### config.mk
export PLATFORM = sky130hd
export DESIGN_NAME = rrcd_front
export DESIGN_NICKNAME = d
export VERILOG_FILES = /design/src/sv/rrcd_pkg.sv /design/src/sv/rrcd_front.sv
export SDC_FILE = /design/constraint.sdc
export NUM_CORES = 1
export LEC_CHECK = 0
export BUFFER_PORTS_ARGS = -buffer_cell sky130_fd_sc_hd__buf_4
export CAP_MARGIN = 10
export CORE_AREA = 2 2 41 43
export DETAILED_ROUTE_END_ITERATION = 6
export DIE_AREA = 0 0 43 45
export PLACE_DENSITY = 0.85
export REMOVE_ABC_BUFFERS = 1
export SLEW_MARGIN = 0
export SYNTH_ARGS = -nofsm -noshare
export SYNTH_HDL_FRONTEND = slang
export SYNTH_SLANG_ARGS = --single-unit
### constraint.sdc
create_clock -name vclk -period 9.8
set_input_delay 2.94 -clock vclk [all_inputs]
set_output_delay 2.94 -clock vclk [all_outputs]
set_load 0.02 [all_outputs]
### src/sv/rrcd_pkg.sv
// Shared constants and types for the random replacement cache directory.
`timescale 1ns / 1ps

package rrcd_pkg;

  localparam int NUM_ENTRIES = 256;
  localparam int BLOCK_BYTES = 1024;
  localparam int RAM_BYTES   = 16777216;

  localparam int IDX_W  = $clog2(NUM_ENTRIES);
  localparam int OFF_W  = $clog2(BLOCK_BYTES);
  localparam int ADDR_W = $clog2(RAM_BYTES);
  localparam int TAG_W  = ADDR_W - OFF_W;

  // Tag store is organized as rows of lanes so the scan checks a row per cycle.
  localparam int LANES  = 8;
  localparam int LANE_W = $clog2(LANES);
  localparam int ROWS   = NUM_ENTRIES / LANES;
  localparam int ROW_W  = (ROWS > 1) ? $clog2(ROWS) : 1;

  localparam int QUEUE_DEPTH = 2;

  localparam logic [31:0] SEED_DEFAULT = 32'hABC8_9105;
  localparam int          RNG_SHIFT    = 7;

  typedef enum logic [1:0] {
    SIZE_BYTE = 2'd0,
    SIZE_HALF = 2'd1,
    SIZE_WORD = 2'd2,
    SIZE_RSVD = 2'd3
  } size_e;

  localparam logic OP_STORE = 1'b1;

  typedef struct packed {
    logic             is_store;
    logic [TAG_W-1:0] blk;
    logic [OFF_W-1:0] off;
    logic [OFF_W-1:0] last;   // last byte touched, saturated at block end
  } job_t;

  typedef struct packed {
    logic [IDX_W-1:0] entry_index;
    logic             hit;
    logic [OFF_W-1:0] in_block_offset;
    logic             writeback_needed;
    logic [TAG_W-1:0] victim_block;
    logic [OFF_W-1:0] writeback_low;
    logic [OFF_W-1:0] writeback_high;
    logic [TAG_W-1:0] fill_block;
  } result_t;

  typedef struct packed {
    logic [OFF_W-1:0] lo;
    logic [OFF_W-1:0] hi;
  } range_t;

  function automatic logic [31:0] xorshift32(input logic [31:0] x);
    logic [31:0] a;
    logic [31:0] b;
    a = x ^ (x << 13);
    b = a ^ (a >> 17);
    return b ^ (b << 5);
  endfunction

endpackage

### src/sv/rrcd_front.sv
// Front end: accepts accesses and splits them into block, offset and store range.
`timescale 1ns / 1ps

module rrcd_front import rrcd_pkg::*; (
  input  logic              in_valid_i,
  output logic              in_stall_o,
  input  logic              opcode_i,
  input  logic [ADDR_W-1:0] byte_offset_i,
  input  logic [1:0]        access_size_i,
  output logic              push_o,
  output job_t              push_job_o,
  input  logic              full_i
);

  logic [OFF_W-1:0] off;
  logic [OFF_W:0]   last_ext;
  logic [OFF_W:0]   span;

  assign off = byte_offset_i[OFF_W-1:0];

  always_comb begin
    case (size_e'(access_size_i))
      SIZE_HALF: span = (OFF_W+1)'(1);
      SIZE_WORD: span = (OFF_W+1)'(3);
      default:   span = '0;
    endcase
    last_ext = {1'b0, off} + span;
    push_job_o.is_store = (opcode_i == OP_STORE);
    push_job_o.blk      = byte_offset_i[ADDR_W-1:OFF_W];
    push_job_o.off      = off;
    // Saturate at the last byte of the block.
    push_job_o.last     = last_ext[OFF_W] ? '1 : last_ext[OFF_W-1:0];
  end

  assign in_stall_o = full_i;
  assign push_o     = in_valid_i && !full_i;

endmodule

# Yosys cells after proc, flatten, opt, wreduce, memory -nomap -nowiden

Index checks and enable logic that the tools add are counted.

Flip-flop bits (word level): 0
Bits in latches: 0
Bits in writable memories: 0
Memory bits (read-only): 0
Input bits: 29
Output and inout bits: 37
Word-level logic and storage cells: 7
Memories kept: 0

$add $sub $neg: 1
Multipliers: 0
Div/mod/pow operators: 0
Magnitude comparators: 0
Equal/unequal tests: 2
Shifts and indexed selects: 0
Muxes and demuxes: 2
Bitwise operators: 0
Reduce and logical (&&, ||, !) cells: 2

Operators with widths:

| operator           | count |
|---|---|
| $add 10x11->11     | 1 |
| $mux 10            | 1 |
| $pmux 2 s2         | 1 |
| $eq 2x1->1 const B | 1 |
| $eq 2x2->1 const B | 1 |
| $logic_and 1x1->1  | 1 |
| $logic_not 1->1    | 1 |

# Logic depth before layout (Yosys ltp)

Word-level depth: 4
Depth in mapped cells: 9
Gate-level depth less buffers: 8

# Worst setup path before layout

OpenSTA, ideal clock, no wires.

Path type: input to output
Start: input access_size_i[0]
End: output push_job_o[6] (netlist bit)
Arrival time: 4.732 ns
Data required time: 6.860 ns
Setup slack: 2.128 ns
Cell stages on the path: 9
Path buffers: 1
Path through: inv_1 -> ha_1 -> inv_1 -> ha_1 -> fa_1 -> and4_1 -> buf_4 -> and3_1 -> a21oi_1

RTL lines:

| what        | RTL line         | text |
|---|---|---|
| from (decl) | rrcd_front.sv:9  | `input logic [1:0] access_size_i,` |
| to (decl)   | rrcd_front.sv:11 | `output job_t push_job_o,` |

==> flow_metrics.tcl <==
set metrics [dict create \
    ant_nets 0 \
    power_density_mw_per_mm2 58.5 \
    dpl.cell_count 92 \
    post_dp_cell_area_sq_um 572 \
    maxSlewHeadroom_pct 68.4 \
    synth.area.top_cells "buf_4 (42%), ha_1 (7.8%), a21oi_1 (4.1%)" \
    grt_pass1_wl_microns 2130 \
    crit_type "input pin to output port" \
    slew_viol_final 0 \
    fin_setup_tns_ps 0 \
    start_util_pct 32.9 \
    maxCapViolCount 0 \
    io_pins 66 \
    startpoint "access_size_i[0]" \
    portBuffers 36 \
    gp_congestion 0.784 \
    wl_microns 1290 \
    antenna_found_initial 0 \
    dp_hpwl_microns 1110 \
    cp-endpoint "push_job_o[8]" \
    end_kind "output port" \
    grt-ovfl-total 0 \
    yosys-top-cells-count "buf_4 (27), a21oi_1 (4), inv_1 (4), nand2_1 (4), nand3_1 (4)" \
    synth_cells 67 \
    area_growth_pct 18.1 \
    seq_area_sq_um 0 \
    hold_viol 0 \
    min_path_type "input pin to output port" \
    fillers 161 \
    num_vias 482 \
    die_x_microns 43 \
    wire_per_inst_microns 14.0 \
    design_area_sq_um 572 \
    crit_required_ps 6860 \
    drive_above_1_share_pct 51.3 \
    ys_seq_area_share_pct 0 \
    die_y_microns 45 \
    via_per_inst 5.24 \
    tightest_slew_ps 473 \
    drt_iter0_markers 2 \
    status "complete, no violations" \
    p_leak_uw 0.000309 \
    worstPathMaxFanout 6 \
    rows 14 \
    grt_pass1_vias 461 \
    start_kind "input pin" \
    rsz0062_at_grt "false" \
    cp_data_arrival_time_ps 4820 \
    syn_area_sq_um 484 \
    post-route-util_pct 38.9 \
    ctsHoldBuffers 0 \
    dr.pass1.iters 2 \
    synth_most_common_cell "buf_4" \
    yosys.area.top_type "buf_4" \
    vdd_drop_max_mv 0.0288 \
    post-route-period-util_pct 79.2 \
    avgSynthCellArea_sq_um 7.23 \
    fin_nets 111 \
    post_cts_buffers 0 \
    dieArea_sq_mm 0.00194 \
    grt_max_degree 9 \
    synth.distinct_cells 23 \
    coreArea_sq_mm 0.00147 \
    antennaDiodeCount 0 \
    synth.top_cell.area_share_pct 41.9 \
    fin_cells 92 \
    groute.usage.overall_pct 13.9 \
    min_period_ps 7760 \
    flops_and_latches 0 \
    max_freq_ghz 0.129 \
    drc 0 \
    cts_resized 0 \
    finalPower_uw 33.4 \
    yosysWarningCount 0 \
    setup_violations 0 \
    clkbuf_count 0 \
]
worst min path at each step:
stage,cells past startpoint,slack [ps],from,end
detailed placement,0,5880,byte_offset_i[10],push_job_o[20]
global placement,0,5880,byte_offset_i[10],push_job_o[20]
finish,0,5880,byte_offset_i[10],push_job_o[20]
floorplan,0,5880,full_i,in_stall_o
CTS,0,5880,byte_offset_i[10],push_job_o[20]
global route,0,5880,byte_offset_i[10],push_job_o[20]
layer usage:
metal / GRT usage (%) / routed length, microns
met5: 8.57 / 0
met3: 10.8 / 278
met2: 22.1 / 537
met1: 15.2 / 470
met4: 0 / 0
stage by stage:
stage,hold WS [ps],worst slack (ps)
after floorplan,5880,2190
after global placement,5880,2070
after detailed placement,5880,2030
after CTS,5880,2030
after global routing,5880,1950
final,5880,2040
power by group:
part | switching, uW | leakage, uW | internal [uW] | total [uW]
clock network | 0 | 0 | 0 | 0
logic | 17.9 | 0.000309 | 15.5 | 33.4
registers | 0 | 0 | 0 | 0
total | 17.9 | 0.000309 | 15.5 | 33.4
logic make-up after synthesis:
family | synth area share [%]
simple gates | 27.1
xor+xnor | 1.81
buf+inv | 45.0
compound gates | 9.05
mux | 5.17
fa+ha+maj | 11.9
layout by cell type, fill, tap and decap left out, types with 2 or more instances in the layout:
cell type  count
a21oi_1        4
and4_1         2
buf_4         36
ha_1           3
inv_1          4
nand2_1        4
nand2b_1       2
nand3_1        4
o21ai_0        2
or3_1          2
critical path: stages:
cell and delay [ps]:
buf_4 70, inv_1 30, ha_1 260, inv_1 40
ha_1 200, fa_1 430, and4_1 290, nand4_2 110
mux2_4 290, buf_4 150
area by class of cell:
type                       count  area, sq um  share of cell area (%)
timing repair buffer          36          270                    47.3
multi-input combinational     36          267                    46.6
tap                           16         20.0                    3.50
inverter                       4         15.0                    2.63
Power figures use the tool's default switching activity.
